<file path="config.mk">
export PLATFORM = sky130hd
export DESIGN_NAME = dbcp_ctrl
export DESIGN_NICKNAME = d
export VERILOG_FILES = /design/src/design/dbcp_pkg.sv /design/src/design/dbcp_ctrl.sv
export VERILOG_INCLUDE_DIRS = /design/src /design/src/design
export SDC_FILE = /design/constraint.sdc
export NUM_CORES = 1
export LEC_CHECK = 0
export ABC_AREA = 1
export BUFFER_PORTS_ARGS = -buffer_cell sky130_fd_sc_hd__buf_2
export CAP_MARGIN = 20
export CORE_AREA = 2 2 145 147
export DETAILED_ROUTE_END_ITERATION = 6
export DIE_AREA = 0 0 147 149
export GPL_TIMING_DRIVEN = 0
export PLACE_DENSITY = 0.56
export SYNTH_ARGS = -nofsm -noshare
export SYNTH_HDL_FRONTEND = slang
export SYNTH_SLANG_ARGS = --single-unit
</file>
<file path="constraint.sdc">
create_clock -name clk -period 3.9 [get_ports clk]
set_clock_uncertainty 0.05 [all_clocks]
set_input_delay 0.585 -clock clk [delete_from_list [all_inputs] [get_ports clk]]
set_output_delay 0.585 -clock clk [all_outputs]
set_load 0.01 [all_outputs]
</file>
<file path="src/design/duplex_byte_channel_pair_defines.svh">
// ----------------------------------------------------------------------------
// duplex_byte_channel_pair_defines.svh
// Assertion macros used by dbcp_ctrl in the channel pair RTL.
// ----------------------------------------------------------------------------
`ifndef DUPLEX_BYTE_CHANNEL_PAIR_DEFINES_SVH
`define DUPLEX_BYTE_CHANNEL_PAIR_DEFINES_SVH

// same-cycle implication, sampled on clk, off while rst_n is low
`define DBCP_ASSERT_IMP(lbl, ante, cons, msg) \
  lbl: assert property (@(posedge clk) disable iff (!rst_n) (ante) |-> (cons)) \
    else $error(msg);

// next-cycle implication
`define DBCP_ASSERT_NXT(lbl, ante, cons, msg) \
  lbl: assert property (@(posedge clk) disable iff (!rst_n) (ante) |=> (cons)) \
    else $error(msg);

`endif

</file>
<file path="src/design/dbcp_pkg.sv">
// ----------------------------------------------------------------------------
// dbcp_pkg
// Types, codes and ring helpers for the duplex byte channel pair.
// ----------------------------------------------------------------------------
package dbcp_pkg;

  localparam int RING_DEPTH      = 4096;
  localparam int PTR_W           = $clog2(RING_DEPTH);
  localparam int MAX_SLAVE_OPENS = 255;
  localparam int SO_W            = $clog2(MAX_SLAVE_OPENS + 1);
  localparam int COUNT_W         = 12;
  localparam int BYTE_W          = 8;

  typedef logic [PTR_W-1:0] ptr_t;
  typedef logic [SO_W-1:0]  opens_t;

  typedef enum logic [2:0] {
    REQ_OPEN_MASTER = 3'd0,
    REQ_OPEN_SLAVE  = 3'd1,
    REQ_CLOSE       = 3'd2,
    REQ_WRITE       = 3'd3,
    REQ_READ        = 3'd4,
    REQ_LOCK        = 3'd5,
    REQ_COUNT       = 3'd6,
    REQ_POLL        = 3'd7
  } req_t;

  typedef enum logic [2:0] {
    ST_OK          = 3'd0,
    ST_EOF         = 3'd1,
    ST_WOULD_BLOCK = 3'd2,
    ST_IO_ERROR    = 3'd3,
    ST_NOT_FOUND   = 3'd4,
    ST_NO_SPACE    = 3'd5
  } status_t;

  typedef enum logic {
    FSM_IDLE,
    FSM_RDATA
  } fsm_t;

  // one ring memory port pair
  typedef struct packed {
    logic              we;
    ptr_t              waddr;
    logic [BYTE_W-1:0] wdata;
    logic              re;
    ptr_t              raddr;
  } mem_req_t;

  function automatic ptr_t ring_next(input ptr_t p);
    ring_next = (p == PTR_W'(RING_DEPTH - 1)) ? '0 : p + 1'b1;
  endfunction

  function automatic ptr_t ring_level(input ptr_t head, input ptr_t tail);
    logic [PTR_W:0] wrap;
    wrap = {1'b0, head} + (PTR_W+1)'(RING_DEPTH) - {1'b0, tail};
    ring_level = (head >= tail) ? head - tail : wrap[PTR_W-1:0];
  endfunction

endpackage

</file>
<file path="src/design/dbcp_ctrl.sv">
// ----------------------------------------------------------------------------
// dbcp_ctrl
// Request decode, ring pointers, endpoint state and result registers.
// ----------------------------------------------------------------------------
`include "duplex_byte_channel_pair_defines.svh"

module dbcp_ctrl (
  input  logic                       clk,
  input  logic                       rst_n,
  input  logic                       start,
  output logic                       busy,
  input  logic [2:0]                 in_req_type,
  input  logic                       in_side,
  input  logic [dbcp_pkg::BYTE_W-1:0] in_data_byte,
  input  logic                       in_lock_value,
  input  logic                       in_want_in,
  input  logic                       in_want_out,
  output dbcp_pkg::mem_req_t         down_req,
  output dbcp_pkg::mem_req_t         up_req,
  input  logic [dbcp_pkg::BYTE_W-1:0] down_rdata,
  input  logic [dbcp_pkg::BYTE_W-1:0] up_rdata,
  output logic                       out_valid,
  output logic [2:0]                 out_status,
  output logic [dbcp_pkg::BYTE_W-1:0] out_read_byte,
  output logic [dbcp_pkg::COUNT_W-1:0] out_byte_count,
  output logic                       out_readable,
  output logic                       out_writable,
  output logic                       out_hangup
);
  import dbcp_pkg::*;

  fsm_t    state_r, state_nxt;
  ptr_t    down_head_r, down_head_nxt, down_tail_r, down_tail_nxt;
  ptr_t    up_head_r, up_head_nxt, up_tail_r, up_tail_nxt;
  logic    master_open_r, master_open_nxt;
  opens_t  slave_opens_r, slave_opens_nxt;
  logic    slave_locked_r, slave_locked_nxt;
  logic    pair_active_r, pair_active_nxt;
  logic    rd_side_r, rd_side_nxt;

  logic                 out_valid_r, out_valid_nxt;
  status_t              status_r, status_nxt;
  logic [BYTE_W-1:0]    read_byte_r, read_byte_nxt;
  logic [COUNT_W-1:0]   count_r, count_nxt;
  logic                 readable_r, readable_nxt;
  logic                 writable_r, writable_nxt;
  logic                 hangup_r, hangup_nxt;

  req_t    req;
  logic    acc;
  logic    peer_open;
  ptr_t    tx_head, tx_tail, rx_head, rx_tail;
  ptr_t    rx_used;
  logic    tx_full, rx_empty;

  assign req       = req_t'(in_req_type);
  assign acc       = start && (state_r == FSM_IDLE);
  assign peer_open = in_side ? master_open_r : (slave_opens_r != '0);

  // slave transmits on the up ring and receives on the down ring
  assign tx_head  = in_side ? up_head_r   : down_head_r;
  assign tx_tail  = in_side ? up_tail_r   : down_tail_r;
  assign rx_head  = in_side ? down_head_r : up_head_r;
  assign rx_tail  = in_side ? down_tail_r : up_tail_r;
  assign rx_used  = ring_level(rx_head, rx_tail);
  assign rx_empty = (rx_head == rx_tail);
  assign tx_full  = (ring_level(tx_head, tx_tail) == PTR_W'(RING_DEPTH - 1));

  always_ff @(posedge clk) begin
    if (!rst_n) begin
      state_r        <= FSM_IDLE;
      down_head_r    <= '0;
      down_tail_r    <= '0;
      up_head_r      <= '0;
      up_tail_r      <= '0;
      master_open_r  <= 1'b0;
      slave_opens_r  <= '0;
      slave_locked_r <= 1'b1;
      pair_active_r  <= 1'b0;
      out_valid_r    <= 1'b0;
    end else begin
      state_r        <= state_nxt;
      down_head_r    <= down_head_nxt;
      down_tail_r    <= down_tail_nxt;
      up_head_r      <= up_head_nxt;
      up_tail_r      <= up_tail_nxt;
      master_open_r  <= master_open_nxt;
      slave_opens_r  <= slave_opens_nxt;
      slave_locked_r <= slave_locked_nxt;
      pair_active_r  <= pair_active_nxt;
      out_valid_r    <= out_valid_nxt;
    end
  end

  always_ff @(posedge clk) begin
    rd_side_r   <= rd_side_nxt;
    status_r    <= status_nxt;
    read_byte_r <= read_byte_nxt;
    count_r     <= count_nxt;
    readable_r  <= readable_nxt;
    writable_r  <= writable_nxt;
    hangup_r    <= hangup_nxt;
  end

  always_comb begin
    state_nxt        = state_r;
    down_head_nxt    = down_head_r;
    down_tail_nxt    = down_tail_r;
    up_head_nxt      = up_head_r;
    up_tail_nxt      = up_tail_r;
    master_open_nxt  = master_open_r;
    slave_opens_nxt  = slave_opens_r;
    slave_locked_nxt = slave_locked_r;
    pair_active_nxt  = pair_active_r;
    rd_side_nxt      = rd_side_r;

    out_valid_nxt = 1'b0;
    status_nxt    = ST_OK;
    read_byte_nxt = '0;
    count_nxt     = '0;
    readable_nxt  = 1'b0;
    writable_nxt  = 1'b0;
    hangup_nxt    = 1'b0;

    down_req = '0;
    up_req   = '0;

    unique case (state_r)
      FSM_RDATA: begin
        // read data arrives in the cycle after the address
        out_valid_nxt = 1'b1;
        read_byte_nxt = rd_side_r ? down_rdata : up_rdata;
        state_nxt     = FSM_IDLE;
      end

      FSM_IDLE: begin
        if (acc) begin
          out_valid_nxt = 1'b1;
          unique case (req) inside
            REQ_OPEN_MASTER: begin
              if (pair_active_r) begin
                status_nxt = ST_NO_SPACE;
              end else begin
                down_head_nxt    = '0;
                down_tail_nxt    = '0;
                up_head_nxt      = '0;
                up_tail_nxt      = '0;
                master_open_nxt  = 1'b1;
                slave_opens_nxt  = '0;
                slave_locked_nxt = 1'b1;
                pair_active_nxt  = 1'b1;
              end
            end

            REQ_OPEN_SLAVE: begin
              if (!pair_active_r || !master_open_r) begin
                status_nxt = ST_NOT_FOUND;
              end else if (slave_locked_r) begin
                status_nxt = ST_IO_ERROR;
              end else if (slave_opens_r < SO_W'(MAX_SLAVE_OPENS)) begin
                slave_opens_nxt = slave_opens_r + 1'b1;
              end
            end

            REQ_CLOSE: begin
              if (pair_active_r) begin
                if (in_side) begin
                  if (slave_opens_r != '0) begin
                    slave_opens_nxt = slave_opens_r - 1'b1;
                  end
                end else begin
                  master_open_nxt = 1'b0;
                end
                if (!master_open_nxt && (slave_opens_nxt == '0)) begin
                  pair_active_nxt = 1'b0;
                end
              end
            end

            REQ_WRITE, REQ_READ, REQ_LOCK, REQ_COUNT, REQ_POLL: begin
              if (!pair_active_r) begin
                status_nxt = ST_NOT_FOUND;
              end else begin
                case (req)
                  REQ_WRITE: begin
                    if (!peer_open) begin
                      status_nxt = ST_IO_ERROR;
                    end else if (tx_full) begin
                      status_nxt = ST_WOULD_BLOCK;
                    end else if (in_side) begin
                      up_req.we    = 1'b1;
                      up_req.waddr = up_head_r;
                      up_req.wdata = in_data_byte;
                      up_head_nxt  = ring_next(up_head_r);
                    end else begin
                      down_req.we    = 1'b1;
                      down_req.waddr = down_head_r;
                      down_req.wdata = in_data_byte;
                      down_head_nxt  = ring_next(down_head_r);
                    end
                  end

                  REQ_READ: begin
                    if (rx_empty && !peer_open) begin
                      status_nxt = ST_EOF;
                    end else if (rx_empty) begin
                      status_nxt = ST_WOULD_BLOCK;
                    end else begin
                      out_valid_nxt = 1'b0;
                      state_nxt     = FSM_RDATA;
                      rd_side_nxt   = in_side;
                      if (in_side) begin
                        down_req.re   = 1'b1;
                        down_req.raddr = down_tail_r;
                        down_tail_nxt = ring_next(down_tail_r);
                      end else begin
                        up_req.re   = 1'b1;
                        up_req.raddr = up_tail_r;
                        up_tail_nxt = ring_next(up_tail_r);
                      end
                    end
                  end

                  REQ_LOCK: begin
                    if (in_side) begin
                      status_nxt = ST_IO_ERROR;
                    end else begin
                      slave_locked_nxt = in_lock_value;
                    end
                  end

                  REQ_COUNT: begin
                    count_nxt = COUNT_W'(rx_used);
                  end

                  default: begin
                    readable_nxt = (!rx_empty || !peer_open) && in_want_in;
                    writable_nxt = !tx_full && peer_open && in_want_out;
                    hangup_nxt   = !peer_open;
                  end
                endcase
              end
            end
          endcase
        end
      end
    endcase
  end

  assign busy           = (state_r == FSM_RDATA);
  assign out_valid      = out_valid_r;
  assign out_status     = status_r;
  assign out_read_byte  = read_byte_r;
  assign out_byte_count = count_r;
  assign out_readable   = readable_r;
  assign out_writable   = writable_r;
  assign out_hangup     = hangup_r;

  `DBCP_ASSERT_NXT(a_rdata_one_cycle, busy, !busy && out_valid, "read wait overran")
  `DBCP_ASSERT_IMP(a_free_pair_closed, !pair_active_r,
                   !master_open_r && (slave_opens_r == '0), "free pair has open side")
  `DBCP_ASSERT_IMP(a_byte_only_on_ok, out_valid && (out_status != ST_OK),
                   out_read_byte == '0, "byte on failed request")
  `DBCP_ASSERT_IMP(a_one_ring_read, down_req.re || up_req.re,
                   !(down_req.re && up_req.re) && acc, "stray ring read")
  `DBCP_ASSERT_IMP(a_slave_cap, 1'b1, slave_opens_r <= SO_W'(MAX_SLAVE_OPENS),
                   "slave opens over cap")

endmodule

</file>
-- Word-level counts from Yosys, hierarchy flattened
Cells that the tools add are included.
- bits in registers: 88
- word-level logic and storage cells: 213
- add/subtract/negate cells: 12
- order comparisons: 3
- equal/unequal tests: 28
- mux-type cells: 113
- bitwise operators: 7
- reduce and logical (&&, ||, !) cells: 33
- operator list (cell ; count):
    12-bit 2-to-1 mux ; 31
    34-bit 2-to-1 mux ; 8
    21-bit 2-to-1 mux ; 8
    13-bit 2-to-1 mux ; 8
    8-bit 2-to-1 mux ; 12
    12-bit case mux with 2 select lines ; 4
    12-bit by 1-bit adder with 12-bit output (second input constant) ; 6
    12-bit equality test (second input constant) ; 5
    12-bit subtractor ; 4
    9-bit AND reduction ; 4
    2-bit inequality test (second input constant) ; 14
    1-bit 2-to-1 mux ; 25
    12-bit greater-or-equal comparator ; 2
    8-bit case mux with 3 select lines ; 1
    7-bit AND reduction ; 2
    12-bit equality test ; 1
    3-bit equality test (second input constant) ; 4
    2-bit 2-to-1 mux ; 6
    1-bit case mux with 2 select lines ; 5
    5-bit OR reduction ; 2
    3-bit 2-to-1 mux ; 3
    3-bit case mux with 3 select lines ; 1
    8-bit by 1-bit adder with 8-bit output (second input constant) ; 1
    8-bit zero test ; 1
    19 further kinds ; 38

-- Depth between registers and ports, before layout
Gate-level depths: netlist of the first run.
- word-level depth: 12
- gate-level depth with buffers: 25
- gate-level depth less buffers: 22

-- Worst setup path after synthesis of the first run
OpenSTA, ideal clock, no wires.
- path kind: input-to-output
- from: input port in_side
- to: output port down_req[24] in the netlist's numbering
- data arrival time: 3179 ps
- required time: 3265 ps
- path slack: 86 ps
- stages on the path: 19
- buffers on the path: 4
- path through: buf_4 clkbuf_1 clkbuf_1 o21a_1 ha_1 inv_1 fa_1 inv_1 nor2_1 nand3_1 nor2_1 nand3_1 nor2_1 nand2_1 nor2_1 nand3_1 nand3_1 buf_2 nor2_1
- RTL lines (element ; RTL line ; source):
    start: declaration ; dbcp_ctrl.sv:13 ; input logic in_side,
    end: declaration ; dbcp_ctrl.sv:18 ; output dbcp_pkg::mem_req_t down_req,

==> metrics.txt, run 1 <==
status=complete, but fails checks; violated checks=negative setup slack; met3 WL=1320 um; Top cell by count, worst path=nand2_1; Via Count=7941; CP Launch Type=input port; CTS tree=yes; Crit-path slowest cell=o21ai_0; power per cell area=289 nW/um^2; asr flop ratio synth=0%; vias in the first global route=7251; CP Cell Sequence=buf_12 > buf_8 > buf_4 > buf_4 > o21ai_0 > ha_1 > nand2_1 > inv_1 > nand2_1 > nand2_1 > nand2_1 > nand4_1 > nand2_1 > nor2_1 > nand3_4 > nand3_4 > buf_6 > nor3_4 > buf_2; Port Buffers=127; hold buffers post-CTS=0; dpl hpwl=19600 um; drt pass-1 iters=6; total grt overflow=0; largest net degree at the start of global routing=15; Skew-Pair Late Insertion Delay=0.35 ns; clk buf depth=2; top-count cell post-synth=nand2_1; Die H=149 um; htree depth=3; Vias/cell=5.03; top_reg_cell synth=dfxtp_1; first-pass GRT wire length=38300 um; area growth from synthesis to layout=29.1%; Post-Layout Cell Count=1580; Worst Hold Class=in -> reg; Hold WS=0.405 ns; fmax=250 MHz; Critical Path AT=3.36 ns; static leakage=4.15 nW; Fin. Hold Viols=0; Syn Nets=1198; TritonCTS Buffers=9; Mapped Area=6780 um^2; core region area=20600 um^2; CP Class=in -> out; share of the synthesized area in the top cell type=25.7%; max_slew headroom=44.3%; sequential cell area fraction in the yosys report=26.1%; commonest cells in the netlist=nand2_1 (252), nor2_1 (201), inv_1 (140), dfxtp_1 (87); DRC Markers=0; Largest delay share family, worst path=simple AND/OR/NAND/NOR gates; Fill cells=2232; dpl cells=1535; library cells used by synthesis=44; RSZ-0062 raised after global routing=true; Final #Nets=1365; initial core utilization=33.0%; met2 WL=11900 um; Rows=53; multi-input gate area in the final layout=4480 um^2; initial antenna violation count=0; clk root buf=clkbuf_16; clk slew on worst S/H paths=0.06 ns; min Tclk post-route=4.00 ns; Seq. cell area=1770 um^2; Initial DRC Count=589; Metal-1 WL=11300 um; Sink Count=88; Required @ worst endpoint=3.26 ns; Routed Wire Length=25400 um; Design Power=2.53 mW; warnings from Yosys=0; I/O Pins=130; area leader, netlist=dfxtp_1; Buf/Inv on CP=7; nature of the critical path endpoint=output pin; # diodes=0; Max Slew Vio Count=0; Highest Signal Layer=met4; Die Area=21900 um^2; maxcap violations=0; Least-Margin Pin Slew=0.835 ns; global placer's final weighted congestion=0.905; antenna viol nets, final=0; CP peak stage delay=0.38 ns; Setup violations, final=33; Worst IR Drop VDD=0.252 mV; Avg Cell Area, Syn=5.98 um^2; Chip Width=147 um; Post-Route Utilization=42.6%; number of enable flip-flop cells after synthesis=1; setup ws final=-0.0987 ns; Tot GR Track Use=22.3%; fin crit share=103%; Place WS=-1.41 ns; number of synthesized register bits=88; layout cell share with drive strength beyond 1=20.5%; CP Max Fanout=11; Avg WL per Cell=16.1 um; Post-Syn Instances=1133; largest cells by area after synthesis=dfxtp_1 (26%), nand2_1 (14%), nor2_1 (11%)
[state kept, by name (all words and copies together) (netlist names)]
name            flops
down_head_r        12
down_tail_r        12
out_byte_count     12
up_head_r          12
up_tail_r          12
out_read_byte       8
slave_opens_r       8
out_status          3
busy                1
master_open_r       1
out_hangup          1
out_readable        1
out_valid           1
out_writable        1
pair_active_r       1
rd_side_r           1
slave_locked_r      1
[layer usage]
layer / vias to the layer above / GRT usage [%]
met3: 56 / 3.24
li1: 3999 / -
met5: - / 0
met4: 0 / 8.65
met1: 3634 / 29.1
met2: 252 / 37.4
[per-stage QoR]
stage	cell area [um^2]	setup TNS, ns
floorplan	6780	0
global placement	7760	-86.11
detailed placement	7760	-88.17
CTS	8530	-5.14
global route	8750	-6.09
finish	8750	-1.96
[timing repair]
item,4_1_cts,5_1_grt
gates resized for setup,59,49
setup buffers,22,6
cloned,2,1
setup endpoints to repair,93,66
pin swaps,13,10
[final cells by class]
cell class	count	share of cell area [%]
Multi-Input combinational cell	860	51.2
Timing Repair Buffer	157	10.8
Inverter	148	6.45
Sequential cell	88	20.2
Clock inverter	5	0.915
Tap cell	275	3.93
Clock buffer	11	2.77
Buffer	36	3.69
[path summary, 6_finish.rpt]
| check | startpoint | to | slack [ns] | depth (start not counted) |
|---|---|---|---|---|
| max | in_side | down_req[21] | -0.1 | 19 |
| min | down_rdata[2] | out_read_byte[2] | 0.41 | 3 |
| max reg2reg | up_tail_r[0] | down_head_r[11] | 0.65 | 21 |
| min reg2reg | slave_locked_r | slave_locked_r | 0.44 | 2 |
[report_power, final]
group	switching [mW]	internal (mW)
clock network	0.386	0.579
registers	0.0304	0.921
logic	0.394	0.221
[layout by cell type (no fill, tap or decap), types with 4 or more instances in the layout]
cell       Yosys  routed
a21oi_1       73      73
a31oi_1        5       5
buf_12         0       4
buf_2          9     129
buf_4          7      31
buf_6          3      11
clkbuf_1      17       8
clkbuf_16      0      13
dfxtp_1       87      87
ha_1          29      22
ha_2           0       4
inv_1        140     136
inv_2          8      10
nand2_1      252     249
nand2_2        5       6
nand3_1       72      69
nand3b_1       6       6
nand4_1       18      18
nor2_1       201     189
nor2_2         6      15
nor3_1        42      35
nor3_2         3       7
nor3b_1        5       5
nor4_1         7       7
o211ai_1       5       5
o21a_1         6       6
o21ai_0       73      61
o21ai_1        4      14
xnor2_1        4       4
xor2_1        20      20
[worst reg2reg max path, delay by kind of cell (launching register included)]
family	cells	cell delay (ns)
compound gates	2	0.25
fa+ha+maj	2	0.67
buf+inv	5	0.59
flops	1	0.48
simple gates	12	1.13
[cell families after synthesis]
family | count (synthesis) | share of synthesized area (%)
compound gates | 182 | 14.7
xor+xnor | 24 | 3.10
fa+ha+maj | 31 | 5.94
buf+inv | 186 | 11.2
flops | 88 | 26.1
simple gates | 622 | 39.0
(Power assumes the default switching activity.)
==> inputs of run 2 (changes only) <==
--- a/config.mk
+++ b/config.mk
@@ -13,7 +13,8 @@
 export DETAILED_ROUTE_END_ITERATION = 6
 export DIE_AREA = 0 0 147 149
 export GPL_TIMING_DRIVEN = 0
-export PLACE_DENSITY = 0.56
+export HOLD_SLACK_MARGIN = 0.03
+export PLACE_DENSITY = 0.54
 export SYNTH_ARGS = -nofsm -noshare
 export SYNTH_HDL_FRONTEND = slang
 export SYNTH_SLANG_ARGS = --single-unit
==> constraint.sdc (replaced) <==
create_clock -name clk -period 4.6 [get_ports clk]
set_clock_uncertainty 0.05 [all_clocks]
set_input_delay 0.69 -clock clk [delete_from_list [all_inputs] [get_ports clk]]
set_output_delay 0.69 -clock clk [all_outputs]
set_load 0.01 [all_outputs]
==> run 2 against run 1 <==
The flow now finishes without violations. Sequential power shrank 15%. Worst hold slack gained 0.039 ns. Non-clock buffer count shrank 27. Highest routed layer unchanged.
==> metrics.txt, run 2 (same netlist as run 1, synthesis figures left out) <==
status=complete, no violations; Seq. cell area=1770 um^2 (unchanged); FF-to-FF Start=down_tail_r[0]; CTS tree=yes; clk slew on worst S/H paths=0.07 ns (about the same); Tot GR Track Use=22.0% (-0.31 points); Worst IR Drop VDD=0.169 mV (-33%); clk buf depth=2 (unchanged); met2 WL=11100 um (-6.7%); setup_tns=0 ns (+1.96 ns); # diodes=0 (unchanged); fin crit share=95.6%; Max Slew Vio Count=0 (unchanged); Skew-Pair Late Insertion Delay=0.36 ns (about the same); Critical Path AT=3.66 ns (+0.30 ns); fmax=227 MHz; TritonCTS Buffers=9 (unchanged); multi-input gate area in the final layout=4280 um^2 (-4.5%); Least-Margin Pin Slew=0.746 ns (-0.0891 ns); Vias/cell=5.04 (+0.25%); CP peak stage delay=0.41 ns (+0.03 ns); hold buffers post-CTS=0 (unchanged); Final #Nets=1337 (-2.1%); CP Max Fanout=12 (+1); layout cell share with drive strength beyond 1=16.1% (-4.3 points); Design Power=2.12 mW (-16%); most frequent cells in the layout=nand2_1 (251), nor2_1 (201), inv_1 (140); Hold WS=0.444 ns (+0.0392 ns); Required @ worst endpoint=3.86 ns (+0.60 ns); Via Count=7820 (-1.5%); Critical path destination=down_req[29]; Initial DRC Count=707 (+20%); dpl hpwl=19600 um (+0.13%); first-pass GRT wire length=37600 um (-1.9%); Chip Width=147 um (unchanged); Highest Signal Layer=met4; clk root buf=clkbuf_16; total grt overflow=0 (unchanged); Fill cells=2284 (+2.3%); Crit-path slowest cell=inv_1; max_slew headroom=50.3% (+5.9 points); Die Area=21900 um^2 (unchanged); area growth from synthesis to layout=21.1%; worst setup path startpoint=in_side; Port Buffers=127 (unchanged); final std cell area, no fill=8210 um^2 (-6.2%); CP Class=in -> out; worst-case reg-to-reg path depth=20 (-4.8%); Worst Hold Class=reg -> reg; Routed Wire Length=24500 um (-3.6%); DP Area=7760 um^2 (unchanged); vias in the first global route=6937 (-4.3%); Rows=53 (unchanged); maxcap violations=0 (unchanged); Setup violations, final=0 (-100%); nature of the critical path endpoint=output pin; Sink Count=88 (unchanged); CP Cell Sequence=buf_2 > inv_1 > clkbuf_2 > nand2_1 > nand2_1 > ha_1 > nand2_1 > nand2_1 > nand2_1 > nand2_1 > a21oi_1 > nand3_1 > nand2_1 > nor2_1 > nand3_2 > nand3_4 > nor3_1 > buf_2; initial core utilization=33.0% (unchanged); core region area=20600 um^2 (unchanged); DRC Markers=0 (unchanged); Post-Route Utilization=39.9% (-2.7 points); htree depth=3 (unchanged); R2R Setup Slk=1.45 ns (+0.80 ns); antenna viol nets, final=0 (unchanged); Die H=149 um (unchanged); met3 WL=1490 um (+13%); most common cell after layout, fill and taps aside=nand2_1; I/O Pins=130 (unchanged); initial antenna violation count=0 (unchanged); Fin. Hold Viols=0 (unchanged); largest net degree at the start of global routing=15 (unchanged); drt pass-1 iters=5 (-1); power per cell area=259 nW/um^2 (-11%); WHS Path Cells=2 (-1); reg2reg end=up_head_r[0]; CP Launch Type=input port; Avg WL per Cell=15.8 um (-1.9%); RSZ-0062 raised after global routing=false; static leakage=3.96 nW (-4.7%); Top cell by count, worst path=nand2_1; Metal-1 WL=11300 um (+0.29%); global placer's final weighted congestion=0.932 (+3.0%); min Tclk post-route=4.40 ns
run 2: cell count changes in the layout (fill, tap and decap cells not counted), moves of 5 or more:
cell,change
nor2_2,-9
nor3_1,+7
buf_4,-20
buf_6,-6
ha_1,+7
nor2_1,+12
o21ai_1,-9
nor3_2,-5
o21ai_0,+10
run 2: per-stage QoR:
step | instances | worst slack (ns)
final | 1552 | 0.204
after global routing | 1552 | 0.0234
after CTS | 1552 | -0.0319
after detailed placement | 1535 | -0.871
after global placement | 1535 | -0.863
after floorplan | 1133 | 0.576
run 2: routing by layer:
metal  vias up  global-route usage [%]
li1       3942                       -
met3        38                    3.49
met5         -                       0
met1      3576                    30.6
met2       264                    35.5
met4         0                    6.01
run 2: final cells by class:
class / count / share of cell area (%)
clock buffer: 12 / 3.25
clock inverter: 4 / 0.915
timing repair buffer: 130 / 8.17
sequential: 88 / 21.6
multi-input combinational: 859 / 52.2
tap: 275 / 4.19
inverter: 148 / 6.77
buffer: 36 / 2.91
run 2: what timing repair did:
item,4_1_cts,5_1_grt
setup endpoints to repair,68,61
buffers inserted,2,1
pin swaps,2,1
resized for setup,22,13
hold endpoints to repair,0,0
run 2: worst min-delay path by stage:
stage                   startpoint             end  slack, ns
floorplan           slave_locked_r  slave_locked_r       0.40
global placement     up_tail_r[11]   up_tail_r[11]       0.42
detailed placement   up_tail_r[11]   up_tail_r[11]       0.43
CTS                  up_tail_r[11]   up_tail_r[11]       0.44
global route         up_tail_r[11]   up_tail_r[11]       0.49
finish               up_tail_r[11]   up_tail_r[11]       0.44
run 2: where the power goes:
group	internal [mW]	switching (mW)	total, mW
sequential	0.781	0.0250	0.806
clock	0.521	0.331	0.852
combinational	0.153	0.313	0.466
total	1.46	0.669	2.12
run 2: critical path, delay by kind of cell:
kind                     cells  cell delay [ns]
AND/OR/NAND/NOR             12             1.43
buffers and inverters        4             1.11
adder cells (fa/ha/maj)      1             0.28
AO/OA/AOI/OAI                1             0.14
==> inputs of run 3 (changes only) <==
--- a/config.mk
+++ b/config.mk
@@ -7,14 +7,14 @@
 export NUM_CORES = 1
 export LEC_CHECK = 0
 export ABC_AREA = 1
-export BUFFER_PORTS_ARGS = -buffer_cell sky130_fd_sc_hd__buf_2
 export CAP_MARGIN = 20
 export CORE_AREA = 2 2 145 147
 export DETAILED_ROUTE_END_ITERATION = 6
 export DIE_AREA = 0 0 147 149
+export DONT_BUFFER_PORTS = 1
 export GPL_TIMING_DRIVEN = 0
 export HOLD_SLACK_MARGIN = 0.03
-export PLACE_DENSITY = 0.54
+export PLACE_DENSITY = 0.5
 export SYNTH_ARGS = -nofsm -noshare
 export SYNTH_HDL_FRONTEND = slang
 export SYNTH_SLANG_ARGS = --single-unit
==> constraint.sdc (replaced) <==
create_clock -name clk -period 3.75 [get_ports clk]
set_clock_uncertainty 0.05 [all_clocks]
set_input_delay 0.5625 -clock clk [delete_from_list [all_inputs] [get_ports clk]]
set_output_delay 0.5625 -clock clk [all_outputs]
set_load 0.01 [all_outputs]
==> run 3 against run 2 <==
The run now ends with negative setup slack left. First-iteration DRC count is 24% lower. Count of clock-buffer cells in the layout fell by 1. Utilization up 1.1 points. Critical endpoint is now up_req[26]. Highest routed layer unchanged. Die area is the same. Global-route usage rose by 0.46 points. Combinational power up 32%. Largest power group unchanged. Total power grew 25%. Register-to-register slack got worse by 1.1 ns. Worst hold slack got worse by 0.19 ns. Non-clock buffer count decreased by 94.
==> metrics.txt, run 3 (same netlist as run 1, synthesis figures left out) <==
DP Area=7130 um^2 (-8.2%); Place WS=-1.12 ns (-0.246 ns); nature of the critical path endpoint=output pin; global placer's final weighted congestion=0.909 (-2.5%); initial core utilization=33.0% (unchanged); multi-input gate area in the final layout=4790 um^2 (+12%); max_slew headroom=28.4% (-22 points); most common cell after layout, fill and taps aside=nand2_1; Worst Hold Class=in -> reg; Final #Nets=1245 (-6.9%); final std cell area, no fill=8430 um^2 (+2.8%); fmax=265 MHz; Chip Width=147 um (unchanged); Routed Wire Length=25200 um (+3.0%); Max Slew Vio Count=0 (unchanged); status=complete, but fails checks; maxcap violations=0 (unchanged); largest net degree at the start of global routing=16 (+1); CP Class=in -> out; TritonCTS Buffers=9 (unchanged); Least-Margin Pin Slew=1.07 ns (+0.328 ns); power per cell area=314 nW/um^2 (+21%); Rows=53 (unchanged); fin crit share=101%; Die Area=21900 um^2 (unchanged); Critical path destination=up_req[26]; htree depth=3 (unchanged); clk buf depth=2 (unchanged); setup ws final=-0.0242 ns (-0.229 ns); first-pass GRT wire length=38100 um (+1.4%); CTS tree=yes; I/O Pins=130 (unchanged); RSZ-0062 raised after global routing=true; Via Count=7474 (-4.4%); Seq. cell area=1770 um^2 (unchanged); clk slew on worst S/H paths=0.07 ns (about the same); CP Max Fanout=7 (-5); Initial DRC Count=539 (-24%); CP Launch Type=input port; Setup violations, final=19 (+19); Sink Count=88 (unchanged); worst-case reg-to-reg path depth=21 (+5.0%); worst setup path startpoint=in_side; Port Buffers=0 (-100%); Tot GR Track Use=22.5% (+0.46 points); static leakage=3.59 nW (-9.3%); Post-Route Utilization=41.0% (+1.1 points); clk root buf=clkbuf_16; Required @ worst endpoint=3.14 ns (-0.72 ns); Critical Path AT=3.16 ns (-0.50 ns); # diodes=0 (unchanged); violated checks=negative setup slack; Avg WL per Cell=17.3 um (+9.5%); Vias/cell=5.12 (+1.6%); area growth from synthesis to layout=24.4%; most frequent cells in the layout=nand2_1 (248), nor2_1 (164), inv_1 (133); Die H=149 um (unchanged); Fin. Hold Viols=0 (unchanged); antenna viol nets, final=0 (unchanged); Worst IR Drop VDD=0.219 mV (+29%); FF-to-FF Start=up_tail_r[0]; Fill cells=2221 (-2.8%); drt pass-1 iters=5 (unchanged); min Tclk post-route=3.77 ns; layout cell share with drive strength beyond 1=16.6% (+0.49 points); reg2reg end=down_head_r[11]; initial antenna violation count=0 (unchanged); R2R Setup Slk=0.37 ns (-1.08 ns); hold buffers post-CTS=0 (unchanged); core region area=20600 um^2 (unchanged); DRC Markers=0 (unchanged); total grt overflow=0 (unchanged); vias in the first global route=6798 (-2.0%); Skew-Pair Late Insertion Delay=0.36 ns (about the same); dpl hpwl=19600 um (about the same); Hold WS=0.250 ns (-0.195 ns)
==> run 3: worst min path at each step <==
stage / startpoint / to / slack, ns / cells after the start
2_1_floorplan: slave_locked_r / slave_locked_r / 0.40 / 2
3_3_place_gp: slave_locked_r / slave_locked_r / 0.42 / 2
3_5_place_dp: up_tail_r[11] / up_tail_r[11] / 0.43 / 2
4_1_cts: in_side / rd_side_r / 0.24 / 0
5_1_grt: in_side / rd_side_r / 0.23 / 0
6_report: in_side / rd_side_r / 0.25 / 0
==> run 3: critical path, cell delays in order <==
cell and delay, ns:
buf_12 0.11, buf_8 0.12, clkbuf_16 0.15, nand2_4 0.07, o21a_1 0.12, ha_2 0.20, inv_4 0.05, fa_1 0.47
inv_1 0.04, nor2_2 0.13, nand3_2 0.11, nor2_4 0.11, nand3_2 0.07, nor2_2 0.11, nand2_2 0.07, nor2_4 0.11
nand3_4 0.12, nand3_4 0.18, buf_6 0.17, nor2_1 0.07
==> run 3: routing by layer <==
layer | track usage, % | vias up | routed length (um)
li1 | - | 3760 | -
met1 | 30.2 | 3426 | 11300
met2 | 35.4 | 242 | 11300
met3 | 4.95 | 46 | 1720
met4 | 8.56 | 0 | 871
met5 | 0 | - | 0
==> run 3: per-stage QoR <==
stage               setup TNS (ns)  std cells  total power [mW]
floorplan                        0       1133              1.40
global placement            -68.53       1408              1.55
detailed placement          -67.54       1408              1.55
CTS                         -0.789       1442              2.63
global route                 -6.67       1460              2.79
finish                      -0.223       1460              2.65
==> run 3: area by class of cell <==
type                       count  share of cell area (%)
multi-input combinational    860                    56.7
buffer                        37                    3.90
clock inverter                 5                    1.04
tap                          275                    4.08
sequential                    88                    21.0
inverter                     148                    6.72
clock buffer                  11                    3.00
timing repair buffer          35                    3.43
timing repair inverter         1                  0.0890
==> run 3: report_power, final <==
| group | internal [mW] | total [mW] | switching (mW) |
|---|---|---|---|
| Sequential | 0.958 | 0.992 | 0.0339 |
| Combinational | 0.206 | 0.616 | 0.410 |
| Clock | 0.626 | 1.04 | 0.414 |
==> run 3: timing repair <==
item | in CTS | in global routing
endpoints found under the setup margin | 92 | 68
gates cloned | 3 | 2
buffers inserted | 16 | 16
pin swaps | 9 | 22
resized for setup | 77 | 111
